`config.mk`:
```
export PLATFORM = sky130hd
export DESIGN_NAME = spanning_tree_root_election
export DESIGN_NICKNAME = d
export VERILOG_FILES = /design/src/stre_pkg.sv /design/src/stre_queue.sv /design/src/stre_front.sv /design/src/stre_back.sv /design/src/spanning_tree_root_election.sv
export SDC_FILE = /design/constraint.sdc
export NUM_CORES = 2
export LEC_CHECK = 0
export BUFFER_PORTS_ARGS = -buffer_cell sky130_fd_sc_hd__buf_2
export CORE_MARGIN = 5
export CORE_UTILIZATION = 28
export CTS_BUF_LIST = sky130_fd_sc_hd__clkbuf_16
export DETAILED_ROUTE_END_ITERATION = 16
export SLEW_MARGIN = 10
export SYNTH_ARGS = -nofsm -noshare
export SYNTH_HDL_FRONTEND = slang
export SYNTH_HIERARCHICAL = 1
export SYNTH_SLANG_ARGS = --single-unit
```
`constraint.sdc`:
```
create_clock -name clk -period 11.8 [get_ports clk]
set_input_delay 2.36 -clock clk [delete_from_list [all_inputs] [get_ports clk]]
set_output_delay 2.36 -clock clk [all_outputs]
set_load 0.02 [all_outputs]
```
`src/stre_pkg.sv`:
```
// ---------------------------------------------------------------------------
// stre_pkg
// Types and constants shared by the root election front end, queues and
// execution unit.
// ---------------------------------------------------------------------------
package stre_pkg;

	localparam int FUNC_W  = 2;
	localparam int IDX_W   = 4;
	localparam int VAL_W   = 8;
	localparam int ID_W    = 8;
	localparam int COST_W  = 12;
	localparam int CNT_W   = 5;
	localparam int NCNT_W  = 5;

	localparam int ID_MAX   = 255;
	localparam int COST_MAX = 255;

	localparam logic [COST_W-1:0] COST_SAT   = 12'd4095;
	localparam logic [CNT_W-1:0]  COUNT_SAT  = 5'd31;
	localparam logic [NCNT_W-1:0] NCNT_RESET = 5'd16;

	localparam int QUEUE_DEPTH = 2;

	localparam logic [FUNC_W-1:0] FUNC_LOAD_ID   = 2'd0;
	localparam logic [FUNC_W-1:0] FUNC_LOAD_LINK = 2'd1;
	localparam logic [FUNC_W-1:0] FUNC_UPDATE    = 2'd2;

	typedef enum logic [2:0] {
		OP_LOAD_ID,
		OP_LOAD_LINK,
		OP_UPDATE,
		OP_SHOW,
		OP_BLANK
	} op_t;

	typedef enum logic [2:0] {
		ST_CLEAR,
		ST_IDLE,
		ST_READ_ME,
		ST_LINK2,
		ST_SCAN,
		ST_DRAIN,
		ST_RESULT
	} st_t;

	typedef struct packed {
		op_t              op;
		logic [IDX_W-1:0] node;
		logic [IDX_W-1:0] peer;
		logic [VAL_W-1:0] value;
	} cmd_t;

	typedef struct packed {
		logic [ID_W-1:0]   bridge;
		logic [ID_W-1:0]   root;
		logic [ID_W-1:0]   hop;
		logic [COST_W-1:0] cost;
	} node_t;

	typedef struct packed {
		logic [ID_W-1:0]   root;
		logic [ID_W-1:0]   hop;
		logic [COST_W-1:0] cost;
		logic              done;
	} res_t;

endpackage

```
`src/stre_queue.sv`:
```
// ---------------------------------------------------------------------------
// stre_queue
// Small first-in first-out buffer with full and empty flags.
// ---------------------------------------------------------------------------
module stre_queue #(
	parameter int unsigned W
) (
	input  logic         clk,
	input  logic         arst_n,
	input  logic         push,
	input  logic [W-1:0] wdata,
	output logic         full,
	input  logic         pop,
	output logic [W-1:0] rdata,
	output logic         empty
);

	localparam int D   = stre_pkg::QUEUE_DEPTH;
	localparam int PW  = (D > 1) ? $clog2(D) : 1;
	localparam int CTW = $clog2(D + 1);

	logic [W-1:0]   mem_q [D];
	logic [PW-1:0]  wp_q;
	logic [PW-1:0]  rp_q;
	logic [CTW-1:0] cnt_q;
	logic           do_push;
	logic           do_pop;

	assign full    = (cnt_q == CTW'(D));
	assign empty   = (cnt_q == '0);
	assign do_push = push && !full;
	assign do_pop  = pop && !empty;
	assign rdata   = mem_q[rp_q];

	always_ff @(posedge clk or negedge arst_n) begin
		if (!arst_n) begin
			wp_q  <= '0;
			rp_q  <= '0;
			cnt_q <= '0;
		end else begin
			if (do_push) begin
				wp_q <= (wp_q == PW'(D - 1)) ? '0 : wp_q + PW'(1);
			end
			if (do_pop) begin
				rp_q <= (rp_q == PW'(D - 1)) ? '0 : rp_q + PW'(1);
			end
			if (do_push && !do_pop) begin
				cnt_q <= cnt_q + CTW'(1);
			end else if (do_pop && !do_push) begin
				cnt_q <= cnt_q - CTW'(1);
			end
		end
	end

	always_ff @(posedge clk) begin
		if (do_push) begin
			mem_q[wp_q] <= wdata;
		end
	end

endmodule

```
`src/stre_front.sv`:
```
// ---------------------------------------------------------------------------
// stre_front
// Accepts input transactions, checks indexes, saturates the operand and
// turns each item into a command for the execution unit.
// ---------------------------------------------------------------------------
module stre_front #(
	parameter int MAX_NODES
) (
	input  logic                        push,
	output logic                        full,
	input  logic [stre_pkg::FUNC_W-1:0] func,
	input  logic [stre_pkg::IDX_W-1:0]  node_index,
	input  logic [stre_pkg::IDX_W-1:0]  peer_index,
	input  logic [stre_pkg::VAL_W-1:0]  value,
	input  logic                        q_full,
	input  logic                        clearing,
	output logic                        cmd_push,
	output stre_pkg::cmd_t              cmd
);

	logic                       node_ok;
	logic                       peer_ok;
	logic [stre_pkg::VAL_W-1:0] id_sat;
	logic [stre_pkg::VAL_W-1:0] cost_sat;

	assign node_ok  = (32'(node_index) < MAX_NODES);
	assign peer_ok  = (32'(peer_index) < MAX_NODES);
	assign id_sat   = (32'(value) > stre_pkg::ID_MAX) ?
		stre_pkg::VAL_W'(stre_pkg::ID_MAX) : value;
	assign cost_sat = (32'(value) > stre_pkg::COST_MAX) ?
		stre_pkg::VAL_W'(stre_pkg::COST_MAX) : value;

	assign full     = q_full || clearing;
	assign cmd_push = push && !full;

	always_comb begin
		cmd.node  = node_index;
		cmd.peer  = peer_index;
		cmd.value = cost_sat;
		cmd.op    = stre_pkg::OP_SHOW;
		if (!node_ok) begin
			cmd.op = stre_pkg::OP_BLANK;
		end else begin
			unique case (func)
				stre_pkg::FUNC_LOAD_ID: begin
					cmd.op    = stre_pkg::OP_LOAD_ID;
					cmd.value = id_sat;
				end
				stre_pkg::FUNC_LOAD_LINK: begin
					cmd.op = peer_ok ? stre_pkg::OP_LOAD_LINK : stre_pkg::OP_SHOW;
				end
				stre_pkg::FUNC_UPDATE: begin
					cmd.op = stre_pkg::OP_UPDATE;
				end
				default: begin
					cmd.op = stre_pkg::OP_SHOW;
				end
			endcase
		end
	end

endmodule

```
`src/stre_back.sv`:
```
// ---------------------------------------------------------------------------
// stre_back
// Execution unit: node table and link matrix memories, a sequencer that runs
// id loads, link loads and neighbour scans, and result assembly.
// ---------------------------------------------------------------------------
module stre_back #(
	parameter int MAX_NODES
) (
	input  logic                         clk,
	input  logic                         arst_n,
	input  logic [stre_pkg::NCNT_W-1:0]  node_count,
	input  stre_pkg::cmd_t               cmd,
	input  logic                         cmd_empty,
	output logic                         cmd_pop,
	output stre_pkg::res_t               res,
	output logic                         res_push,
	input  logic                         res_full,
	output logic                         clearing
);

	localparam int NW     = $clog2(MAX_NODES);
	localparam int CW     = $clog2(MAX_NODES + 1);
	localparam int LW     = 2 * NW;
	localparam int LDEPTH = 1 << LW;
	localparam int CNTW   = stre_pkg::CNT_W;
	localparam int COSTW  = stre_pkg::COST_W;

	stre_pkg::st_t  st_q;
	stre_pkg::st_t  st_d;
	stre_pkg::cmd_t cur_q;
	stre_pkg::node_t work_q;

	logic [MAX_NODES-1:0] def_q;
	logic [CNTW-1:0]      cnt_q [MAX_NODES];
	logic [LW-1:0]        clr_q;
	logic                 wr_me_q;
	logic [NW-1:0]        scan_q;
	logic [NW-1:0]        scan_s1;
	logic                 scan_v_s1;

	stre_pkg::node_t            node_mem [MAX_NODES];
	stre_pkg::node_t            node_rd_s1;
	logic [stre_pkg::VAL_W-1:0] link_mem [LDEPTH];
	logic [stre_pkg::VAL_W-1:0] link_rd_s1;

	logic [CW-1:0]              n_eff;
	logic [NW-1:0]              last_idx;
	logic [NW-1:0]              me;
	logic [NW-1:0]              peer;
	logic [NW-1:0]              node_ra;
	logic [LW-1:0]              link_ra;
	logic                       link_we;
	logic [LW-1:0]              link_wa;
	logic [stre_pkg::VAL_W-1:0] link_wd;
	stre_pkg::node_t            me_ent;
	stre_pkg::node_t            new_ent;
	logic [COSTW:0]             sum;
	logic [COSTW-1:0]           total;
	logic                       nb_ok;
	logic                       adopt;
	logic                       better;
	logic                       done;

	assign me       = NW'(cur_q.node);
	assign peer     = NW'(cur_q.peer);
	assign clearing = (st_q == stre_pkg::ST_CLEAR);

	always_comb begin
		if (node_count == '0) begin
			n_eff = CW'(1);
		end else if (32'(node_count) > MAX_NODES) begin
			n_eff = CW'(MAX_NODES);
		end else begin
			n_eff = CW'(node_count);
		end
	end

	assign last_idx = NW'(n_eff - CW'(1));
	assign node_ra  = (st_q == stre_pkg::ST_IDLE) ? NW'(cmd.node) : scan_q;
	assign link_ra  = {me, scan_q};

	assign me_ent  = def_q[me] ? node_rd_s1 : '0;
	assign new_ent = '{bridge: cur_q.value, root: cur_q.value, hop: cur_q.value,
		cost: '0};

	assign sum    = {1'b0, node_rd_s1.cost} + (COSTW + 1)'(link_rd_s1);
	assign total  = (sum > {1'b0, stre_pkg::COST_SAT}) ? stre_pkg::COST_SAT :
		sum[COSTW-1:0];
	assign nb_ok  = scan_v_s1 && (link_rd_s1 != '0) && def_q[scan_s1];
	assign adopt  = nb_ok && (work_q.root > node_rd_s1.root);
	assign better = nb_ok && (work_q.root == node_rd_s1.root) && (work_q.cost > total);

	always_comb begin
		done = 1'b1;
		for (int k = 0; k < MAX_NODES; k++) begin
			if ((k < int'(n_eff)) && (int'(cnt_q[k]) < int'(n_eff))) begin
				done = 1'b0;
			end
		end
	end

	assign res = '{root: work_q.root, hop: work_q.hop, cost: work_q.cost, done: done};

	always_comb begin
		link_we = 1'b0;
		link_wa = clr_q;
		link_wd = '0;
		if (st_q == stre_pkg::ST_CLEAR) begin
			link_we = 1'b1;
		end else if ((st_q == stre_pkg::ST_READ_ME) &&
				(cur_q.op == stre_pkg::OP_LOAD_LINK)) begin
			link_we = 1'b1;
			link_wa = {me, peer};
			link_wd = cur_q.value;
		end else if (st_q == stre_pkg::ST_LINK2) begin
			link_we = 1'b1;
			link_wa = {peer, me};
			link_wd = cur_q.value;
		end
	end

	always_comb begin
		st_d     = st_q;
		cmd_pop  = 1'b0;
		res_push = 1'b0;
		unique case (st_q)
			stre_pkg::ST_CLEAR: begin
				if (clr_q == LW'(LDEPTH - 1)) begin
					st_d = stre_pkg::ST_IDLE;
				end
			end
			stre_pkg::ST_IDLE: begin
				if (!cmd_empty && !res_full) begin
					cmd_pop = 1'b1;
					st_d    = stre_pkg::ST_READ_ME;
				end
			end
			stre_pkg::ST_READ_ME: begin
				unique case (cur_q.op)
					stre_pkg::OP_LOAD_LINK: st_d = stre_pkg::ST_LINK2;
					stre_pkg::OP_UPDATE:    st_d = stre_pkg::ST_SCAN;
					default:                st_d = stre_pkg::ST_RESULT;
				endcase
			end
			stre_pkg::ST_LINK2: begin
				st_d = stre_pkg::ST_RESULT;
			end
			stre_pkg::ST_SCAN: begin
				if (scan_q == last_idx) begin
					st_d = stre_pkg::ST_DRAIN;
				end
			end
			stre_pkg::ST_DRAIN: begin
				st_d = stre_pkg::ST_RESULT;
			end
			stre_pkg::ST_RESULT: begin
				res_push = 1'b1;
				st_d     = stre_pkg::ST_IDLE;
			end
			default: begin
				st_d = stre_pkg::ST_IDLE;
			end
		endcase
	end

	always_ff @(posedge clk or negedge arst_n) begin
		if (!arst_n) begin
			st_q      <= stre_pkg::ST_CLEAR;
			clr_q     <= '0;
			def_q     <= '0;
			wr_me_q   <= 1'b0;
			scan_v_s1 <= 1'b0;
			for (int k = 0; k < MAX_NODES; k++) begin
				cnt_q[k] <= '0;
			end
		end else begin
			st_q      <= st_d;
			scan_v_s1 <= (st_q == stre_pkg::ST_SCAN);
			if (st_q == stre_pkg::ST_CLEAR) begin
				clr_q <= clr_q + LW'(1);
			end
			if (st_q == stre_pkg::ST_READ_ME) begin
				wr_me_q <= ((cur_q.op == stre_pkg::OP_LOAD_ID) && !def_q[me]) ||
					(cur_q.op == stre_pkg::OP_UPDATE);
				if ((cur_q.op == stre_pkg::OP_LOAD_ID) && !def_q[me]) begin
					def_q[me] <= 1'b1;
					cnt_q[me] <= '0;
				end else if (cur_q.op == stre_pkg::OP_UPDATE) begin
					if (cnt_q[me] < stre_pkg::COUNT_SAT) begin
						cnt_q[me] <= cnt_q[me] + CNTW'(1);
					end
				end
			end
		end
	end

	always_ff @(posedge clk) begin
		if (cmd_pop) begin
			cur_q <= cmd;
		end
		scan_s1 <= scan_q;
		if (st_q == stre_pkg::ST_READ_ME) begin
			scan_q <= '0;
			if (cur_q.op == stre_pkg::OP_BLANK) begin
				work_q <= '0;
			end else if ((cur_q.op == stre_pkg::OP_LOAD_ID) && !def_q[me]) begin
				work_q <= new_ent;
			end else begin
				work_q <= me_ent;
			end
		end else begin
			if (st_q == stre_pkg::ST_SCAN) begin
				scan_q <= scan_q + NW'(1);
			end
			if (adopt) begin
				work_q.root <= node_rd_s1.root;
				work_q.hop  <= node_rd_s1.bridge;
				work_q.cost <= total;
			end else if (better) begin
				work_q.hop  <= node_rd_s1.bridge;
				work_q.cost <= total;
			end
		end
	end

	always_ff @(posedge clk) begin
		node_rd_s1 <= node_mem[node_ra];
		if ((st_q == stre_pkg::ST_RESULT) && wr_me_q) begin
			node_mem[me] <= work_q;
		end
	end

	always_ff @(posedge clk) begin
		link_rd_s1 <= link_mem[link_ra];
		if (link_we) begin
			link_mem[link_wa] <= link_wd;
		end
	end

endmodule

```
`src/spanning_tree_root_election.sv`:
```
// ---------------------------------------------------------------------------
// spanning_tree_root_election
// Root election over a node table and a symmetric link cost matrix: loads
// node ids and link costs and runs per-node neighbour updates.
//
//   channel  handshake            payload
//   input    push / full          func, node_index, peer_index, value
//   result   empty / pop          root_id, next_hop_id, cost_to_root, tree_done
//   config   cfg_valid/cfg_ready  cfg_data (node_count)
//
// Update: read the node entry, scan the n nodes in use one entry per cycle,
// drain, return the result. Link load: write both matrix halves, then the
// result; other items return after the read. After reset all link entries,
// 2^(2*ceil(log2(MAX_NODES))) (256 by default), are cleared, full held high.
// A two-entry command queue decouples intake from execution; execution
// waits while the two-entry result queue is full.
// ---------------------------------------------------------------------------
module spanning_tree_root_election #(
	parameter int MAX_NODES = 16
) (
	input  logic                         clk,
	input  logic                         arst_n,
	input  logic                         push,
	output logic                         full,
	input  logic [stre_pkg::FUNC_W-1:0]  func,
	input  logic [stre_pkg::IDX_W-1:0]   node_index,
	input  logic [stre_pkg::IDX_W-1:0]   peer_index,
	input  logic [stre_pkg::VAL_W-1:0]   value,
	output logic                         empty,
	input  logic                         pop,
	output logic [stre_pkg::ID_W-1:0]    root_id,
	output logic [stre_pkg::ID_W-1:0]    next_hop_id,
	output logic [stre_pkg::COST_W-1:0]  cost_to_root,
	output logic                         tree_done,
	input  logic                         cfg_valid,
	output logic                         cfg_ready,
	input  logic [stre_pkg::NCNT_W-1:0]  cfg_data
);

	logic [stre_pkg::NCNT_W-1:0] node_count_q;
	stre_pkg::cmd_t              cmd_in;
	stre_pkg::cmd_t              cmd_head;
	stre_pkg::res_t              res_in;
	stre_pkg::res_t              res_head;
	logic                        cmd_push;
	logic                        cmd_full;
	logic                        cmd_empty;
	logic                        cmd_pop;
	logic                        res_push;
	logic                        res_full;
	logic                        clearing;

	assign cfg_ready = 1'b1;

	always_ff @(posedge clk or negedge arst_n) begin
		if (!arst_n) begin
			node_count_q <= stre_pkg::NCNT_RESET;
		end else if (cfg_valid && cfg_ready) begin
			node_count_q <= cfg_data;
		end
	end

	stre_front #(
		.MAX_NODES (MAX_NODES)
	) u_front (
		.push       (push),
		.full       (full),
		.func       (func),
		.node_index (node_index),
		.peer_index (peer_index),
		.value      (value),
		.q_full     (cmd_full),
		.clearing   (clearing),
		.cmd_push   (cmd_push),
		.cmd        (cmd_in)
	);

	stre_queue #(
		.W ($bits(stre_pkg::cmd_t))
	) u_cmd_q (
		.clk    (clk),
		.arst_n (arst_n),
		.push   (cmd_push),
		.wdata  (cmd_in),
		.full   (cmd_full),
		.pop    (cmd_pop),
		.rdata  (cmd_head),
		.empty  (cmd_empty)
	);

	stre_back #(
		.MAX_NODES (MAX_NODES)
	) u_back (
		.clk        (clk),
		.arst_n     (arst_n),
		.node_count (node_count_q),
		.cmd        (cmd_head),
		.cmd_empty  (cmd_empty),
		.cmd_pop    (cmd_pop),
		.res        (res_in),
		.res_push   (res_push),
		.res_full   (res_full),
		.clearing   (clearing)
	);

	stre_queue #(
		.W ($bits(stre_pkg::res_t))
	) u_res_q (
		.clk    (clk),
		.arst_n (arst_n),
		.push   (res_push),
		.wdata  (res_in),
		.full   (res_full),
		.pop    (pop),
		.rdata  (res_head),
		.empty  (empty)
	);

	assign root_id      = res_head.root;
	assign next_hop_id  = res_head.hop;
	assign cost_to_root = res_head.cost;
	assign tree_done    = res_head.done;

endmodule

```
* Word-level counts from Yosys, hierarchy flattened
Memories as Yosys holds them, arrays and structs flattened. A register that Yosys moved wholly into a read port is not among the register bits.
Cells that the tools add are included.
** Word-level totals
- Memories :: 4
- Output and inout port bits :: 32
- Register bits after elaboration :: 185
- Input port bits :: 28
- Memory bits (writable) :: 2718
** Operators by class
- Magnitude comparators :: 42
- Eq/ne operators :: 19
- Bitwise operators :: 4
- Reduce and logical (&&, ||, !) cells :: 65
- Add/sub/neg operators :: 13
- Multiplexer cells :: 76
** Memories
- u_back.link_mem :: depth 256, width 8, read ports 1, clocked after Yosys merged registers in 1, wr ports 1, RTL line stre_back.sv:43 : logic [stre_pkg::VAL_W-1:0] link_mem [LDEPTH];
- u_back.node_mem :: depth 16, width 36, read ports 1, clocked after Yosys merged registers in 1, wr ports 1, RTL line stre_back.sv:41 : stre_pkg::node_t node_mem [MAX_NODES];
- u_res_q.mem_q :: depth 2, width 29, read ports 1, clocked after Yosys merged registers in 0, wr ports 1, RTL line stre_queue.sv:22 : logic [W-1:0] mem_q [D];
- u_cmd_q.mem_q :: depth 2, width 18, read ports 1, clocked after Yosys merged registers in 0, wr ports 1, RTL line stre_queue.sv:22
** Operator list (count)
- 2-to-1 mux 80 bit :: 3
- AND 80 bit :: 1
- bitwise mux 80 bit :: 1
- < comparator 5 bit :: 16
- NOT 80 bit :: 1
- 2-to-1 mux 36 bit :: 2
- 2-to-1 mux 28 bit :: 2
- 2-to-1 mux 8 bit :: 7
- < comparator 4 x 5 -> 1 bit (first input constant) :: 8
- 2-to-1 mux 20 bit :: 2
- 2-to-1 mux 1 bit :: 37
- logical AND 1 bit :: 36
- 2-to-1 mux 5 bit :: 5
- binary-select mux 5 bit (select 4 bit) :: 1
- demux 5 bit (select 4 bit) :: 1
- < comparator 3 x 5 -> 1 bit (first input constant) :: 4
- OR 16 bit :: 1
- case mux 3 bit (5 select lines) :: 1
- adder 12 x 8 -> 13 bit :: 1
- greater-than comparator 13 x 12 -> 1 bit (second input constant) :: 1
- equality test 3 bit (second input constant) :: 4
- greater-than comparator 12 bit :: 1
- 2-to-1 mux 12 bit :: 1
- zero test 1 bit :: 10
- 43 further kinds :: 72

* Longest topological paths before layout
- Depth after elaboration :: 21
- Depth in mapped cells :: 18
- Mapped depth without buffers :: 17

* Hierarchy
The synthesis kept the hierarchy.
** Modules (own cells, without submodules)
- stre_back :: area an instance 112937.1 µm², times used 1, cells each 5669
- stre_queue (u_res_q) :: area an instance 2407.3 µm², times used 1, cells each 109
- stre_queue (u_cmd_q) :: area an instance 1566.5 µm², times used 1, cells each 78
- spanning_tree_root_election :: area an instance 193.9 µm², times used 1, cells each 12
- stre_front :: area an instance 152.6 µm², times used 1, cells each 22

* Least setup slack after synthesis
Ideal clock, no wire load.
- Kind :: flip-flop to flip-flop
- Start point :: reg u_back.st_q[0]
- End point :: mem u_back/link_mem[0][0] in the netlist's numbering (data pin)
- Required time :: 10348 ps
- Stages on the path, launching flop included :: 9
- Arrival time :: 7667 ps
- Path slack :: 2681 ps
- Cells stage by stage :: dfrtp_1 -> clkbuf_1 -> inv_1 -> nand3b_1 -> inv_1 -> nand3_1 -> and2_1 -> clkbuf_1 -> nor2b_1
** Between the ends
- Cells in the longest elaborated chain, start to end :: 4
- Elaborated cells between the ends (all ways) :: 7
** RTL lines
- start, declared :: RTL line stre_back.sv:28 : stre_pkg::st_t st_q;
- start signal, assigned :: RTL line stre_back.sv:168 : st_q <= stre_pkg::ST_CLEAR;
- start signal, assigned :: RTL line stre_back.sv:177 : st_q <= st_d;
- equality test 3 x 2 -> 1 bit (on tied branches) :: RTL line stre_back.sv:115, stre_back.sv:110
- 2-to-1 mux 8 bit or logical AND 1 bit (tied branches) :: RTL line stre_back.sv:115, stre_back.sv:110
- 2-to-1 mux 8 bit :: RTL line stre_back.sv:110 : end else if ((st_q == stre_pkg::ST_READ_ME) &&
- 2-to-1 mux 8 bit (*) :: RTL line stre_back.sv:108 : if (st_q == stre_pkg::ST_CLEAR) begin
- named net u_back.link_wd, one bit :: RTL line stre_back.sv:54 : logic [stre_pkg::VAL_W-1:0] link_wd;
- end, declared :: RTL line stre_back.sv:43
The timed path passes the listed nets; every way through them passes the cells marked *.

* Worst setup path after layout
- Start point :: reg u_back.cur_q (netlist bit u_back/me[0])
- End point :: reg u_back/cnt_q[74] in the netlist's numbering
** Between the ends
- Cells in the longest elaborated chain, start to end :: 9
- Elaborated cells between the ends (all ways) :: 24
** RTL lines
- start, declared :: RTL line stre_back.sv:30 : stre_pkg::cmd_t cur_q;
- start signal, assigned :: RTL line stre_back.sv:199 : cur_q <= cmd;
- NOT 4 -> 5 bit (implied by the code) :: RTL line stre_back.sv:187, stre_back.sv:189, stre_back.sv:190
- binary-select mux 5 bit (select 4 bit) (tied with other cells) :: RTL line stre_back.sv:189, stre_back.sv:190
- 2-to-1 mux 5 bit (implied by the code) or logical AND 1 bit (tied branches) :: RTL line stre_back.sv:189, stre_back.sv:190, stre_back.sv:187
- 2-to-1 mux 5 bit (on tied branches) :: RTL line stre_back.sv:189, stre_back.sv:190, stre_back.sv:187
- adder 5 x 1 -> 5 bit or demux 5 bit (select 4 bit) (tied branches) :: RTL line stre_back.sv:190, stre_back.sv:187
- bitwise mux 80 bit :: RTL line stre_back.sv:190 : cnt_q[me] <= cnt_q[me] + CNTW'(1);
- 2-to-1 mux 80 bit :: RTL line stre_back.sv:189 : if (cnt_q[me] < stre_pkg::COUNT_SAT) begin
- 2-to-1 mux 80 bit :: RTL line stre_back.sv:188 : end else if (cur_q.op == stre_pkg::OP_UPDATE) begin
- 2-to-1 mux 80 bit :: RTL line stre_back.sv:185 : if ((cur_q.op == stre_pkg::OP_LOAD_ID) && !def_q[me]) begin
- end signal, assigned by index :: RTL line stre_back.sv:190
- end, declared :: RTL line stre_back.sv:34 : logic [CNTW-1:0] cnt_q [MAX_NODES];
Several ways; a longest one is shown, not always the timed one. The select of a mux whose other input is x is not followed.
A chain may end at the register's enable or synchronous reset.

==> out/summary.txt <==
===============================================================================
Result of the run                                                     completed
Detailed-routing iteration count for the pre-antenna-repair pass              6
Post-CTS Setup Inserts                                                        0
Initial antenna violation count                                               8
Critical path class                                                  reg -> reg
Total wire length after detailed routing                           318000 microns
Syn-to-layout area delta                                                  14.2%
Worst hold path type                                                 reg -> reg
Max layer used                                                             met5
Total design power                                                     0.0208 W
Deepest clock path buffer count                                               4
Unrepaired setup endpoints after global routing                              no
Detailed-route wire length per cell                                27.0 microns
EDFF count, synth                                                          2775
Top cells by area in the synthesized netlist                       edfxtp_1 71%, mux4_2 13%, dfrtp_1 2.6%
Pin count of the biggest net entering global routing                        205
CTS clk-pin slew, worst paths                                           0.06 ns
Commonest cells after routing, fill and taps aside                 2775 x edfxtp_1, 677 x mux4_2, 354 x nor2_1, 319 x clkbuf_16, 224 x nand2_1
Die Outline Area                                                   432000 sq um
Arrival time of the worst setup path                                    6.45 ns
Vertical die dimension                                              657 microns
Final Non-Filler Cells                                                    11800
Overall Global Routing Usage                                              0.142
Max Clock Skew                                                        0.0755 ns
Flip-flop and latch count after synthesis                                  2949
Clock Root Buffer                                                     clkbuf_16
Synth Instances                                                            5890
Syn_area_per_cell                                                    19.9 sq um
Critical path required time                                            12.54 ns
Global placer's final weighted congestion                                 0.836
Fraction of layout instances using a drive strength above 1               0.231
Critical path endpoint category                                            flop
Wire length on met2                                                153000 microns
Cells after DPL                                                           11200
# setup viols final                                                           0
TritonCTS sink count                                                       2949
Share of flip-flops with an asynchronous set or reset                    0.0414
Most common cell after layout, fill and taps aside                     edfxtp_1
TritonCTS clock tree                                                        yes
Worst slew slack as a fraction of its limit                               0.131
DRC violations left                                                           0
Core Region                                                        417000 sq um
Total CTS buffers                                                           311
Hold Slack                                                             0.472 ns
Detailed route wirelength on metal3                                26300 microns
Hold-fix buffer count after cts                                               0
Vias per Instance                                                          5.11
Sum of net half-perimeters after detailed placement                188000 microns
Starting Density                                                          0.281
Share of synthesized area occupied by flip-flops and latches              0.746
Maximum operating frequency                                           0.175 GHz
Cell type with the highest aggregate area in the netlist               edfxtp_1
Critical path fanouts, max                                                   56
Antenna Violating Nets Remaining                                              0
Final hold vios                                                               0
Unique cell type count in the Yosys netlist                                  83
Max cap viols                                                                 0
H-tree lvl count                                                              5
Area share of the largest cell type after synthesis                       0.711
Iter 0 DRT Violations                                                      6386
Sum of overflow across all layers after global routing                        0
Total of buffers placed on input and output ports                            58
DR vias                                                                   60100
Standard-cell rows                                                          237
Post-cts sizing count                                                         0
Leak Pwr                                                                36.6 nW
Die width                                                           657 microns
Wire length of the first global-routing pass                       454000 microns
Share of the clock period used by the worst path                          0.484
Clk Latency, worst-skew pair                                            0.88 ns
Commonest register cell after synthesis                                edfxtp_1
Startpoint Class                                                           flop
Cell area after synthesis                                          117000 sq um
Via count of the first global-routing pass                                60000
Transition time at the pin with the least slew margin                   1.30 ns
Pwr dens                                                            155 nW/um^2
Final-layout setup total negative slack                                    0 ns
Routed metal-1 wirelength                                          129000 microns
Final min period                                                        5.72 ns
Nets                                                                       6154
Max-slew violation count                                                      0
Number of nets produced by synthesis                                       6017
Ports placed on the boundary                                                 60
Ys Warns                                                                      6
Worst IR drop on VDD                                                   0.108 mV
===============================================================================
final cells by class:
cell class / instances / area [sq um]
Antenna cell: 6 / 15.0
Tap cell: 5497 / 6880
Inverter: 36 / 144
Sequential cell: 2949 / 87400
Clock inverter: 226 / 1690
Fill cell: 39400 / 283000
Timing Repair Buffer: 198 / 1490
Clock buffer: 319 / 7980
Multi-Input combinational cell: 2531 / 28200
cell families after synthesis:
logic type / synth area share
adders and majority gates: 0.0106
and+or+nand+nor: 0.0341
other: 0.0000640
muxes: 0.159
AOI/OAI and AO/OA: 0.0325
xor gates and xnor gates: 0.00217
buffers and inverters: 0.0163
DFF: 0.746
sequential cells by signal, indices dropped and copies added (netlist names), 2 cells and up:
signal             count
u_back/link_mem     2048
u_back/node_mem      576
u_back/cnt_q          80
u_res_q/mem_q         58
u_cmd_q/mem_q         38
u_back/node_rd_s1     36
u_back/res            28
u_back/def_q          16
u_back/cur_q          11
u_back/clr_q           8
u_back/link_rd_s1      8
u_back/work_q          8
node_count_q           5
u_back/me              4
u_back/peer            4
u_back/scan_q          4
u_back/scan_s1         4
u_back/st_q            3
u_cmd_q/cnt_q          2
u_res_q/cnt_q          2
synth_stat cells, drive strengths merged (49+ instances only):
cell type  count
edfxtp      2775
mux4         677
nor2         374
nand2        233
mux2i        199
clkbuf       198
buf          176
dfrtp        121
mux2         111
ha            98
o21ai         73
a22o          71
nand3         66
a21oi         62
dfxtp         52
and2          49
metrics by stage:
stage | utilization | cell area [sq um] | setup WS, ns
floorplan | - | 117000 | 2.68
global placement | 0.298 | 124000 | 6.24
detailed placement | 0.298 | 124000 | 6.21
CTS | 0.321 | 134000 | 6.12
global route | 0.321 | 134000 | 6.03
finish | 0.321 | 134000 | 6.08
where the power goes:
group / switching (W) / total (W) / leakage, nW / internal (W)
combinational: 0.0000588 / 0.0000891 / 8.76 / 0.0000303
clock: 0.00396 / 0.00939 / 5.02 / 0.00543
sequential: 0.00000624 / 0.0113 / 22.9 / 0.0113
worst max-delay path, stage by stage, from the launching register on:
cell and delay, ns:
edfxtp_1 0.33, buf_4 0.46, buf_4 0.89, mux4_2 0.62, mux4_2 0.70, nor4_2 0.59, o311a_1 1.03, and2b_1 0.73
a22o_1 0.24
routing by layer:
metal / vias to the layer above / global-route usage
li1: 24500 / -
met1: 32400 / 0.193
met2: 2816 / 0.233
met3: 465 / 0.0278
met4: 2 / 0.0386
met5: - / 0
worst paths after layout:
path                                     to  slack [ns]          from  cells past startpoint
min                            u_res_q/rp_q        0.47  u_res_q/rp_q                      1
min in group asynchronous  u_back/cnt_q[37]        1.49        arst_n                      1
min reg2reg                    u_res_q/rp_q        0.47  u_res_q/rp_q                      1
max                        u_back/cnt_q[74]        6.08  u_back/me[0]                      8
max in group asynchronous      u_res_q/rp_q        8.82        arst_n                      2
max reg2reg                u_back/cnt_q[74]        6.08  u_back/me[0]                      8
No activity file was read; power rests on OpenSTA's default activity.
